==> src/design/vlpg_pkg.sv <==
// vlpg_pkg: shared constants and types for the vector line point generator
// depends on nothing; imported by the top level, the divider and the checker

package vlpg_pkg;

    localparam int COUNT_BITS_DEF = 14;
    localparam int COORD_W        = 16;
    localparam int SLOPE_W        = 16;
    localparam int OCT_W          = 3;

    // function codes of an input transaction
    localparam logic FUNC_LOAD = 1'b0;
    localparam logic FUNC_STEP = 1'b1;

    // octant codes: which axis takes the index and which signs apply
    localparam logic [OCT_W-1:0] OCT_XOFF_YPI  = 3'd0;
    localparam logic [OCT_W-1:0] OCT_XPI_YOFF  = 3'd1;
    localparam logic [OCT_W-1:0] OCT_XPI_YMOFF = 3'd2;
    localparam logic [OCT_W-1:0] OCT_XOFF_YMI  = 3'd3;
    localparam logic [OCT_W-1:0] OCT_XMOFF_YMI = 3'd4;
    localparam logic [OCT_W-1:0] OCT_XMI_YMOFF = 3'd5;
    localparam logic [OCT_W-1:0] OCT_XMI_YOFF  = 3'd6;
    localparam logic [OCT_W-1:0] OCT_XMOFF_YPI = 3'd7;

    // handshake between the sequencer and the divider
    typedef struct packed {
        logic start;
    } div_ctrl_t;

    typedef struct packed {
        logic busy;
        logic done;
    } div_stat_t;

endpackage

==> src/design/vlpg_div.sv <==
// vlpg_div: iterative restoring divider, one quotient bit per cycle
// depends on vlpg_pkg (control and status structs)

module vlpg_div #(
    parameter int DIVIDEND_W = 30,
    parameter int DIVISOR_W  = 14
) (
    input  logic                     clk,
    input  logic                     rst_n,
    input  vlpg_pkg::div_ctrl_t      ctrl,
    input  logic [DIVIDEND_W-1:0]    dividend,
    input  logic [DIVISOR_W-1:0]     divisor,
    output vlpg_pkg::div_stat_t      stat,
    output logic [DIVIDEND_W-1:0]    quotient
);
    import vlpg_pkg::*;

    localparam int CNT_W = (DIVIDEND_W > 1) ? $clog2(DIVIDEND_W) : 1;

    logic                  busy_reg, busy_next;
    logic                  done_reg, done_next;
    logic [CNT_W-1:0]      cnt_reg, cnt_next;
    logic [DIVISOR_W-1:0]  rem_reg, rem_next;
    logic [DIVISOR_W-1:0]  dsr_reg, dsr_next;
    logic [DIVIDEND_W-1:0] quo_reg, quo_next;
    logic [DIVISOR_W:0]    trial;
    logic [DIVISOR_W:0]    diff;
    logic                  fits;

    // shift next dividend bit into the partial remainder and try a subtract
    assign trial = {rem_reg, quo_reg[DIVIDEND_W-1]};
    assign diff  = trial - {1'b0, dsr_reg};
    assign fits  = trial >= {1'b0, dsr_reg};

    always_comb
    begin
        busy_next = busy_reg;
        done_next = 1'b0;
        cnt_next  = cnt_reg;
        rem_next  = rem_reg;
        dsr_next  = dsr_reg;
        quo_next  = quo_reg;
        if (ctrl.start)
        begin
            busy_next = 1'b1;
            cnt_next  = '0;
            rem_next  = '0;
            dsr_next  = divisor;
            quo_next  = dividend;
        end
        else if (busy_reg)
        begin
            rem_next = fits ? diff[DIVISOR_W-1:0] : trial[DIVISOR_W-1:0];
            quo_next = {quo_reg[DIVIDEND_W-2:0], fits};
            cnt_next = cnt_reg + CNT_W'(1);
            if (cnt_reg == CNT_W'(DIVIDEND_W - 1))
            begin
                busy_next = 1'b0;
                done_next = 1'b1;
            end
        end
    end

    always_ff @(posedge clk or negedge rst_n)
    begin
        if (!rst_n)
        begin
            busy_reg <= 1'b0;
            done_reg <= 1'b0;
            cnt_reg  <= '0;
        end
        else
        begin
            busy_reg <= busy_next;
            done_reg <= done_next;
            cnt_reg  <= cnt_next;
        end
    end

    always_ff @(posedge clk)
    begin
        rem_reg <= rem_next;
        dsr_reg <= dsr_next;
        quo_reg <= quo_next;
    end

    assign stat.busy = busy_reg;
    assign stat.done = done_reg;
    assign quotient  = quo_reg;

endmodule

==> src/design/vector_line_point_generator_top.sv <==
// vector_line_point_generator_top: line point generator with serial divider
// depends on vlpg_pkg and vlpg_div
//
// usage
//   input channel (in_valid / in_ready) carries one command per transaction.
//   func load latches start point, point count, slope and octant and gives
//   no result; in_ready stays high after it. func step asks for the next
//   point of the active line and gives one result transaction on the
//   output channel (out_valid / out_ready); a step with no active line is
//   dropped with no result. the step giving the last point clears the line.
// timing
//   the accepting edge loads slope * index into the restoring divider,
//   which gives one quotient bit per cycle over 16 + COUNT_BITS bits; the
//   sequencer then sees it finish and writes the output register, raising
//   out_valid. in_ready is low all that time, so a new step is accepted
//   only after the last one is written to the output register.
// stall and reset
//   the result sits in the output register until taken; a new command may
//   be accepted meanwhile, and a finished step waits for the register to
//   drain before writing. reset drops any line and any pending result.

module vector_line_point_generator_top #(
    parameter int COUNT_BITS = vlpg_pkg::COUNT_BITS_DEF
) (
    input  logic                          clk,
    input  logic                          rst_n,
    input  logic                          in_valid,
    output logic                          in_ready,
    input  logic                          func,
    input  logic [vlpg_pkg::COORD_W-1:0]  start_x,
    input  logic [vlpg_pkg::COORD_W-1:0]  start_y,
    input  logic [COUNT_BITS-1:0]         point_count,
    input  logic [vlpg_pkg::SLOPE_W-1:0]  slope,
    input  logic [vlpg_pkg::OCT_W-1:0]    direction,
    output logic                          out_valid,
    input  logic                          out_ready,
    output logic [vlpg_pkg::COORD_W-1:0]  pixel_x,
    output logic [vlpg_pkg::COORD_W-1:0]  pixel_y,
    output logic                          last_point
);
    import vlpg_pkg::*;

    // width of slope * index, the dividend of the divider
    localparam int PROD_W = SLOPE_W + COUNT_BITS;

    // sequencer states
    localparam logic [1:0] ST_IDLE  = 2'd0;
    localparam logic [1:0] ST_DIV   = 2'd1;
    localparam logic [1:0] ST_WRITE = 2'd2;

    logic [1:0]            state_reg, state_next;

    // latched line command
    logic [COORD_W-1:0]    origin_x_reg, origin_x_next;
    logic [COORD_W-1:0]    origin_y_reg, origin_y_next;
    logic [COUNT_BITS-1:0] length_reg, length_next;
    logic [SLOPE_W-1:0]    slope_reg, slope_next;
    logic [OCT_W-1:0]      octant_reg, octant_next;
    logic [COUNT_BITS-1:0] index_reg, index_next;
    logic                  active_reg, active_next;

    // output register
    logic                  out_valid_reg, out_valid_next;
    logic [COORD_W-1:0]    px_reg, px_next;
    logic [COORD_W-1:0]    py_reg, py_next;
    logic                  last_reg, last_next;

    div_ctrl_t             div_ctrl;
    div_stat_t             div_stat;
    logic [PROD_W-1:0]     product;
    logic [PROD_W-1:0]     quotient;

    logic                  in_fire;
    logic [16:0]           rounded;
    logic [COORD_W-1:0]    off;
    logic [COORD_W-1:0]    maj;
    logic                  is_last;
    logic                  out_free;

    assign in_ready = (state_reg == ST_IDLE);
    assign in_fire  = in_valid && in_ready;
    assign out_free = !out_valid_reg || out_ready;

    // single multiplier between registers, result goes straight into the divider
    assign product = PROD_W'(slope_reg) * PROD_W'(index_reg);

    assign div_ctrl.start = in_fire && (func == FUNC_STEP) && active_reg;

    vlpg_div #(
        .DIVIDEND_W (PROD_W),
        .DIVISOR_W  (COUNT_BITS)
    ) u_div (
        .clk      (clk),
        .rst_n    (rst_n),
        .ctrl     (div_ctrl),
        .dividend (product),
        .divisor  (length_reg),
        .stat     (div_stat),
        .quotient (quotient)
    );

    // round the quotient to half, zero count gives no offset at all
    assign rounded = quotient[16:0] + 17'd1;
    assign off     = (length_reg == '0) ? '0 : rounded[16:1];
    assign maj     = COORD_W'(index_reg);
    assign is_last = (index_reg >= length_reg);

    always_comb
    begin
        state_next     = state_reg;
        origin_x_next  = origin_x_reg;
        origin_y_next  = origin_y_reg;
        length_next    = length_reg;
        slope_next     = slope_reg;
        octant_next    = octant_reg;
        index_next     = index_reg;
        active_next    = active_reg;
        out_valid_next = out_valid_reg && !out_ready;
        px_next        = px_reg;
        py_next        = py_reg;
        last_next      = last_reg;

        case (state_reg)
            ST_IDLE:
            begin
                if (in_fire)
                begin
                    if (func == FUNC_LOAD)
                    begin
                        // a load abandons any line in progress
                        origin_x_next = start_x;
                        origin_y_next = start_y;
                        length_next   = point_count;
                        slope_next    = slope;
                        octant_next   = direction;
                        index_next    = '0;
                        active_next   = 1'b1;
                    end
                    else if (active_reg)
                    begin
                        state_next = ST_DIV;
                    end
                end
            end
            ST_DIV:
            begin
                if (div_stat.done)
                begin
                    state_next = ST_WRITE;
                end
            end
            ST_WRITE:
            begin
                if (out_free)
                begin
                    out_valid_next = 1'b1;
                    last_next      = is_last;
                    case (octant_reg)
                        OCT_XOFF_YPI:
                        begin
                            px_next = origin_x_reg + off;
                            py_next = origin_y_reg + maj;
                        end
                        OCT_XPI_YOFF:
                        begin
                            px_next = origin_x_reg + maj;
                            py_next = origin_y_reg + off;
                        end
                        OCT_XPI_YMOFF:
                        begin
                            px_next = origin_x_reg + maj;
                            py_next = origin_y_reg - off;
                        end
                        OCT_XOFF_YMI:
                        begin
                            px_next = origin_x_reg + off;
                            py_next = origin_y_reg - maj;
                        end
                        OCT_XMOFF_YMI:
                        begin
                            px_next = origin_x_reg - off;
                            py_next = origin_y_reg - maj;
                        end
                        OCT_XMI_YMOFF:
                        begin
                            px_next = origin_x_reg - maj;
                            py_next = origin_y_reg - off;
                        end
                        OCT_XMI_YOFF:
                        begin
                            px_next = origin_x_reg - maj;
                            py_next = origin_y_reg + off;
                        end
                        default:
                        begin
                            px_next = origin_x_reg - off;
                            py_next = origin_y_reg + maj;
                        end
                    endcase
                    // advance the index, or close the line on its final point
                    if (is_last)
                    begin
                        active_next = 1'b0;
                        index_next  = '0;
                    end
                    else
                    begin
                        index_next = index_reg + COUNT_BITS'(1);
                    end
                    state_next = ST_IDLE;
                end
            end
            default:
            begin
                state_next = ST_IDLE;
            end
        endcase
    end

    always_ff @(posedge clk or negedge rst_n)
    begin
        if (!rst_n)
        begin
            state_reg     <= ST_IDLE;
            origin_x_reg  <= '0;
            origin_y_reg  <= '0;
            length_reg    <= '0;
            slope_reg     <= '0;
            octant_reg    <= '0;
            index_reg     <= '0;
            active_reg    <= 1'b0;
            out_valid_reg <= 1'b0;
        end
        else
        begin
            state_reg     <= state_next;
            origin_x_reg  <= origin_x_next;
            origin_y_reg  <= origin_y_next;
            length_reg    <= length_next;
            slope_reg     <= slope_next;
            octant_reg    <= octant_next;
            index_reg     <= index_next;
            active_reg    <= active_next;
            out_valid_reg <= out_valid_next;
        end
    end

    // result payload, qualified by out_valid_reg
    always_ff @(posedge clk)
    begin
        px_reg   <= px_next;
        py_reg   <= py_next;
        last_reg <= last_next;
    end

    assign out_valid  = out_valid_reg;
    assign pixel_x    = px_reg;
    assign pixel_y    = py_reg;
    assign last_point = last_reg;

endmodule

==> config.mk <==
export PLATFORM = sky130hd
export DESIGN_NAME = vector_line_point_generator_top
export DESIGN_NICKNAME = d
export VERILOG_FILES = /design/src/design/vlpg_pkg.sv /design/src/design/vlpg_div.sv /design/src/design/vector_line_point_generator_top.sv
export SDC_FILE = /design/constraint.sdc
export NUM_CORES = 1
export LEC_CHECK = 0
export ABC_CLOCK_PERIOD_IN_PS = 10700
export BUFFER_PORTS_ARGS = -buffer_cell sky130_fd_sc_hd__buf_2
export CORE_UTILIZATION = 54
export CTS_BUF_LIST = sky130_fd_sc_hd__clkbuf_16
export CTS_CLUSTER_SIZE = 20
export DETAILED_ROUTE_END_ITERATION = 6
export GPL_TIMING_DRIVEN = 0
export PLACE_DENSITY = 0.8
export SYNTH_ARGS = -nofsm -noshare
export SYNTH_HDL_FRONTEND = slang
export SYNTH_HIERARCHICAL = 1
export SYNTH_SLANG_ARGS = --single-unit
==> constraint.sdc <==
create_clock -name clk -period 10.7 [get_ports clk]
set_input_delay 0 -clock clk [delete_from_list [all_inputs] [get_ports clk]]
set_output_delay 0 -clock clk [all_outputs]
set_load 0.005 [all_outputs]
==> impl_metrics.tcl, run 1 <==
set metrics [dict create \
    run_status "complete, no violations" \
    worst-path-buf-inv 6 \
    design.core.area_mm2 0.0346 \
    clock_latency_ps 460 \
    switchingPower_mw 2.37 \
    finalWorstPathRequiredPeriod_ps 8130 \
    worstPathRequired_ps 10910 \
    layout-area-overhead-vs-synth_pct 12.6 \
    initial_antenna_violation_count 0 \
    io_buffer_count 104 \
    p_leak_nw 9.98 \
    final_total_negative_setup_slack_ps 0 \
    synth.cell_area_mm2 0.0191 \
    worstHoldPathType "in2async" \
    io_pins 105 \
    final-setup-viol-count 0 \
    dp_slack_ps 2710 \
    irDropWorstVdd_mv 0.201 \
    fp.dieH_um 190 \
    rr_startpoint "index_reg[5]$_DFFE_PN0P_" \
    clock_sinks 181 \
    crit_path_kind "reg2reg" \
    rr_worst_depth 23 \
    clock_power_share_pct 12.9 \
    antenna_cells 0 \
    grtUsageTotal_pct 30.9 \
    floorplan.initialDensity_pct 55.1 \
    place.detailed.hpwl_mm 41.3 \
    critPathArrivalTime_ps 8340 \
    detail_route_antenna_nets 0 \
    avgRoutedWirePerCell_um 19.8 \
    final_net_count 2656 \
    clk_root_buffer_cell "sky130_fd_sc_hd__clkbuf_16" \
    worst_path_max_delay_cell "sky130_fd_sc_hd__clkbuf_1" \
    switching_share_pct 46.8 \
    pwr-share-comb_pct 60.1 \
    slew_violations 0 \
    rsz0062_at_grt "no" \
    drive_gt1_share_pct 11.7 \
    max_stage_delay_ps 800 \
    regToRegSetupSlack_ps 2570 \
    route.vias.total 15977 \
    cts.htree.levels 4 \
    die_width_um 190 \
    largest_register_ff_count 30 \
    fmax_ghz 0.123 \
    tritoncts.num_buffers 17 \
    synth.yosys.warnings 6 \
    final_cells 2727 \
    die_area_mm2 0.0361 \
    fillers 2787 \
    cts-resized-gates 0 \
    synth_nets 2464 \
    power_report.internal_total_mw 2.70 \
    worst_slew_margin_rel_pct 10.5 \
    critPathMaxFanout 10 \
    via_per_inst 5.86 \
    synthCells 2067 \
    clock_tree_from_tritoncts "built" \
    wire_length_of_the_first_global_routing_pass_mm 86.2 \
    cp_top_family "adder cells" \
    drt_wl_total_mm 54.0 \
    critical_path.most_common_cell "sky130_fd_sc_hd__fa_1" \
    worstReg2RegEnd "u_div/quotient[28]$_DFFE_PP_" \
    seqPwrFrac_pct 27.0 \
    remaining_drc_errors 0 \
    floorplan.rows 68 \
    grt_max_degree 58 \
    power_density_mw_per_mm2 236 \
    final_hold_fails 0 \
    path_cells "clkbuf_1 -> clkbuf_1 -> buf_1 -> nand2_1 -> fa_1 -> fa_1 -> fa_1 -> inv_1 -> fa_1 -> fa_1 -> inv_1 -> fa_1 -> inv_1 -> ha_1 -> and3_1 -> nand3_1 -> o21ai_0 -> o211ai_1 -> a31oi_1 -> a21o_1 -> a21oi_1 -> xnor2_1 -> mux2_2" \
    post-route-period-util_pct 76.0 \
    detail_route.iter0.violations 1203 \
    setup_slack_ps 2570 \
    worst_setup_hold_path_clk_slew_ps 80 \
    place_inst 2628 \
    grt_pass1_vias 16222 \
    drt_pass1_iterations 6 \
    end_kind "register" \
    finalClockSkew_ps 17.7 \
    max-clock-path-buffers 2 \
    worstMarginPinSlew_ps 1320 \
    globalplace.congestion 1.00 \
    syn_area_per_cell_um2 9.23 \
    globalRoute.totalOverflow 0 \
    drv_cap 0 \
    hold-worst-slack_ps 57.7 \
    worst_setup_path_start_kind "register" \
]
==> worst max-delay path by stage <==
stage                             start                      endpoint  slack [ps]  cells past startpoint
6_report       index_reg[5]$_DFFE_PN0P_  u_div/quotient[28]$_DFFE_PP_        2570                     23
5_1_grt        index_reg[5]$_DFFE_PN0P_  u_div/quotient[29]$_DFFE_PP_        2260                     23
4_1_cts        index_reg[5]$_DFFE_PN0P_  u_div/quotient[29]$_DFFE_PP_        2670                     23
3_5_place_dp   index_reg[5]$_DFFE_PN0P_  u_div/quotient[29]$_DFFE_PP_        2710                     23
3_3_place_gp   index_reg[5]$_DFFE_PN0P_  u_div/quotient[29]$_DFFE_PP_        2750                     23
2_1_floorplan  index_reg[5]$_DFFE_PN0P_  u_div/quotient[29]$_DFFE_PP_        4060                     23
==> per-stage QoR <==
step	util [%]	power, mW	instance area [um2]
final	62.0	5.06	21500
after global routing	62.0	5.42	21500
after CTS	62.0	5.01	21500
after detailed placement	58.4	4.32	20200
after global placement	58.2	4.21	20200
after floorplan	-	3.52	19100
==> metal layers <==
layer / global-route usage, % / vias up / wire [um]
li1: - / 7346 / -
met1: 40.1 / 7845 / 22100
met2: 51.9 / 675 / 26100
met3: 5.20 / 111 / 4030
met4: 11.3 / 0 / 1790
met5: 0 / - / 0
==> final cells by class <==
class                           instances  area, um2  share of cell area, %
Buffer                                103        412                   1.92
Clock inverter                         15        163                  0.757
Tap cell                              455        569                   2.65
Multi-Input combinational cell       1527      12900                   59.9
Inverter                              256        961                   4.47
Clock buffer                           17        425                   1.98
Sequential cell                       181       4840                   22.6
Timing Repair Buffer                  173       1240                   5.78
==> layout by cell type (no fill, tap or decap), types with 14 or more instances in the layout <==
master                          instances
sky130_fd_sc_hd__inv_1                256
sky130_fd_sc_hd__nand2_1              216
sky130_fd_sc_hd__fa_1                 168
sky130_fd_sc_hd__ha_1                 159
sky130_fd_sc_hd__nor2_1               125
sky130_fd_sc_hd__and2_1               119
sky130_fd_sc_hd__buf_2                111
sky130_fd_sc_hd__o21ai_0               93
sky130_fd_sc_hd__dfrtp_1               90
sky130_fd_sc_hd__a21oi_1               88
sky130_fd_sc_hd__clkbuf_1              86
sky130_fd_sc_hd__mux2_2                81
sky130_fd_sc_hd__edfxtp_1              77
sky130_fd_sc_hd__xnor2_1               74
sky130_fd_sc_hd__dlygate4sd3_1         67
sky130_fd_sc_hd__nor3_1                39
sky130_fd_sc_hd__xor2_1                37
sky130_fd_sc_hd__nand3_1               35
sky130_fd_sc_hd__nand4_1               18
sky130_fd_sc_hd__a211oi_1              17
sky130_fd_sc_hd__a21o_1                17
sky130_fd_sc_hd__clkbuf_16             17
sky130_fd_sc_hd__o21a_1                15
sky130_fd_sc_hd__nor2b_1               14
sky130_fd_sc_hd__and3_1                14
sky130_fd_sc_hd__dfxtp_1               14
==> timing repair <==
item                      4_1_cts  5_1_grt
hold endpoints to repair      157        0
hold buffers                   67        0
setup buffers                   0        0
==> worst register-to-register path, cell delays in order, from the launching register on <==
cell and delay [ps]:
sky130_fd_sc_hd__dfrtp_1 390, sky130_fd_sc_hd__clkbuf_1 310, sky130_fd_sc_hd__clkbuf_1 800, sky130_fd_sc_hd__buf_1 460, sky130_fd_sc_hd__nand2_1 140, sky130_fd_sc_hd__fa_1 530, sky130_fd_sc_hd__fa_1 460, sky130_fd_sc_hd__fa_1 500
sky130_fd_sc_hd__inv_1 60, sky130_fd_sc_hd__fa_1 510, sky130_fd_sc_hd__fa_1 550, sky130_fd_sc_hd__inv_1 50, sky130_fd_sc_hd__fa_1 530, sky130_fd_sc_hd__inv_1 40, sky130_fd_sc_hd__ha_1 390, sky130_fd_sc_hd__and3_1 180
sky130_fd_sc_hd__nand3_1 100, sky130_fd_sc_hd__o21ai_0 740, sky130_fd_sc_hd__o211ai_1 230, sky130_fd_sc_hd__a31oi_1 280, sky130_fd_sc_hd__a21o_1 170, sky130_fd_sc_hd__a21oi_1 80, sky130_fd_sc_hd__xnor2_1 130, sky130_fd_sc_hd__mux2_2 260
==> power by group through the flow <==
| stage | logic (mW) | clock network [mW] | registers (mW) |
|---|---|---|---|
| finish | 3.05 | 0.653 | 1.37 |
| detailed placement | 2.95 | 0 | 1.37 |
| global placement | 2.85 | 0 | 1.36 |
| global route | 3.35 | 0.684 | 1.39 |
| CTS | 2.99 | 0.658 | 1.36 |
| floorplan | 2.25 | 0 | 1.26 |
Note: power is estimated with default switching activity, not from simulation.
==> run 2, diff against run 1 <==
- ABC_AREA: not set -> 1
- ABC_CLOCK_PERIOD_IN_PS: 10700 -> 6700
- PLACE_DENSITY: 0.8 -> 0.83
- clock period: 10.7 -> 6.7 ns (I/O delays scaled with it)
==> impl_metrics.tcl, run 2 <==
set metrics [dict create \
    run_status "complete, no violations" \
    drt_wl_total_mm 53.9 \
    critPathArrivalTime_ps 6630 \
    post_cts_buffers 0 \
    finalClockSkew_ps 12.3 \
    floorplan.initialDensity_pct 55.2 \
    worst_setup_hold_path_clk_slew_ps 80 \
    io_buffer_count 104 \
    drv_cap 0 \
    fp.dieH_um 191 \
    worstSetupEndpoint "u_div/quotient[28]$_DFFE_PP_" \
    mostFrequentLayoutCells "sky130_fd_sc_hd__nand2_1 (615), sky130_fd_sc_hd__inv_1 (474), sky130_fd_sc_hd__fa_1 (168)" \
    clock_tree_from_tritoncts "built" \
    detail_route.iter0.violations 1388 \
    synth.cell_area_mm2 0.0192 \
    slew_violations 0 \
    drt_pass1_iterations 5 \
    globalRoute.totalOverflow 0 \
    regToRegSetupSlack_ps 260 \
    max-clock-path-buffers 2 \
    crit_path_kind "reg2reg" \
    max_stage_delay_ps 540 \
    tritoncts.num_buffers 17 \
    power_density_mw_per_mm2 399 \
    io_pins 105 \
    worst-path-buf-inv 6 \
    floorplan.rows 68 \
    cp_top_family "adder cells" \
    synth.yosys.warnings 6 \
    avgRoutedWirePerCell_um 17.7 \
    fillers 2828 \
    worst_setup_path_startpoint "index_reg[8]$_DFFE_PN0P_" \
    place.detailed.hpwl_mm 41.5 \
    via_per_inst 5.53 \
    worstPathRequired_ps 6890 \
    synthCells 2395 \
    rr_startpoint "index_reg[8]$_DFFE_PN0P_" \
    worstReg2RegEnd "u_div/quotient[28]$_DFFE_PP_" \
    route.vias.total 16853 \
    post-route-period-util_pct 96.1 \
    fmax_ghz 0.155 \
    detail_route_antenna_nets 0 \
    initial_antenna_violation_count 0 \
    grt_pass1_vias 17254 \
    final_hold_fails 0 \
    worst_setup_path_start_kind "register" \
    p_leak_nw 11.8 \
    finalWorstPathRequiredPeriod_ps 6440 \
    irDropWorstVdd_mv 0.447 \
    clock_sinks 181 \
    antenna_cells 0 \
    clock_latency_ps 460 \
    worst_slew_margin_rel_pct 15.0 \
    drive_gt1_share_pct 12.7 \
    die_width_um 191 \
    cp.depth 26 \
    worstHoldPathType "in2async" \
    grt_max_degree 54 \
    layout-area-overhead-vs-synth_pct 13.0 \
    remaining_drc_errors 0 \
    worst_path_max_delay_cell "sky130_fd_sc_hd__fa_1" \
    synth_nets 2792 \
    wire_length_of_the_first_global_routing_pass_mm 87.1 \
    grtUsageTotal_pct 30.8 \
    final_common_cell "sky130_fd_sc_hd__nand2_1" \
    globalplace.congestion 1.01 \
    design.core.area_mm2 0.0348 \
    critPathMaxFanout 10 \
    clk_root_buffer_cell "sky130_fd_sc_hd__clkbuf_16" \
    layout.core_utilization_pct 62.4 \
    cts.htree.levels 4 \
    die_area_mm2 0.0364 \
    worstMarginPinSlew_ps 1270 \
    total_power_mw 8.66 \
    rr_worst_depth 26 \
    syn_area_per_cell_um2 8.03 \
    final_net_count 2977 \
    final-setup-viol-count 0 \
    largest_register_ff_count 30 \
    end_kind "register" \
]
-- run 2: timing repair --
item	CTS	global route
gates resized for setup	18	67
hold buffers	69	0
setup endpoints to repair	17	8
endpoints found under the hold margin	158	0
-- run 2: area by class of cell --
type / instances / area [um2] / share of cell area, %
Multi-Input combinational cell: 1644 / 12200 / 56.2
Inverter: 488 / 1830 / 8.44
Buffer: 73 / 403 / 1.86
Sequential cell: 181 / 4850 / 22.3
Clock buffer: 18 / 450 / 2.07
Clock inverter: 14 / 141 / 0.651
Tap cell: 455 / 569 / 2.62
Timing Repair Buffer: 175 / 1270 / 5.84
-- run 2: worst min path at each step --
stage                                    to  slack (ps)  cells past startpoint
4_1_cts         origin_x_reg[9]$_DFFE_PN0P_          70                      2
6_report       origin_x_reg[12]$_DFFE_PN0P_          60                      2
3_5_place_dp   origin_x_reg[10]$_DFFE_PN0P_          20                      1
5_1_grt         origin_x_reg[9]$_DFFE_PN0P_         120                      2
2_1_floorplan        active_reg$_DFFE_PN0P_        -300                      0
3_3_place_gp       slope_reg[5]$_DFFE_PN0P_         230                      2
-- run 2: report_power, final --
group          switching, mW  internal [mW]  total [mW]
clock network          0.500          0.546        1.05
registers              0.419           1.81        2.23
logic                   3.43           1.95        5.38
-- run 2: worst reg2reg max path, stage by stage (launching register included) --
cell	delay (ps)
sky130_fd_sc_hd__dfrtp_1	530
sky130_fd_sc_hd__buf_4	280
sky130_fd_sc_hd__clkbuf_4	260
sky130_fd_sc_hd__nand2_1	90
sky130_fd_sc_hd__fa_1	500
sky130_fd_sc_hd__inv_1	60
sky130_fd_sc_hd__fa_1	460
sky130_fd_sc_hd__fa_1	530
sky130_fd_sc_hd__fa_1	520
sky130_fd_sc_hd__fa_1	550
sky130_fd_sc_hd__inv_1	50
sky130_fd_sc_hd__fa_1	530
sky130_fd_sc_hd__inv_1	40
sky130_fd_sc_hd__ha_1	360
sky130_fd_sc_hd__a21oi_1	190
sky130_fd_sc_hd__o21ai_0	110
sky130_fd_sc_hd__inv_1	80
sky130_fd_sc_hd__o21ai_0	80
sky130_fd_sc_hd__nand2_1	60
sky130_fd_sc_hd__nand3_1	160
sky130_fd_sc_hd__nand2_1	100
sky130_fd_sc_hd__nand2_1	80
sky130_fd_sc_hd__a21oi_1	170
sky130_fd_sc_hd__o21bai_1	90
sky130_fd_sc_hd__xor2_1	150
sky130_fd_sc_hd__nand2_1	70
sky130_fd_sc_hd__nand2_1	90
-- run 2: stage by stage --
step / instances / setup WS, ps / hold WS (ps) / area, um2 / setup TNS (ps)
detailed placement: 2955 / -553 / 22.9 / 20400 / -3990
CTS: 3051 / 14.6 / 70.0 / 21600 / 0
floorplan: 2395 / 594 / -296 / 19200 / 0
global route: 3048 / -33.7 / 116 / 21700 / -33.7
global placement: 2954 / -440 / 232 / 20300 / -2740
finish: 3048 / 259 / 64.5 / 21700 / 0
-- run 2: layer usage --
layer	global-route usage [%]	part of all wire (%)	up-vias
met5	0	0	-
met4	15.6	4.8	0
met3	4.78	6.6	147
met2	52.0	48	693
met1	38.3	40	8181
li1	-	-	7832
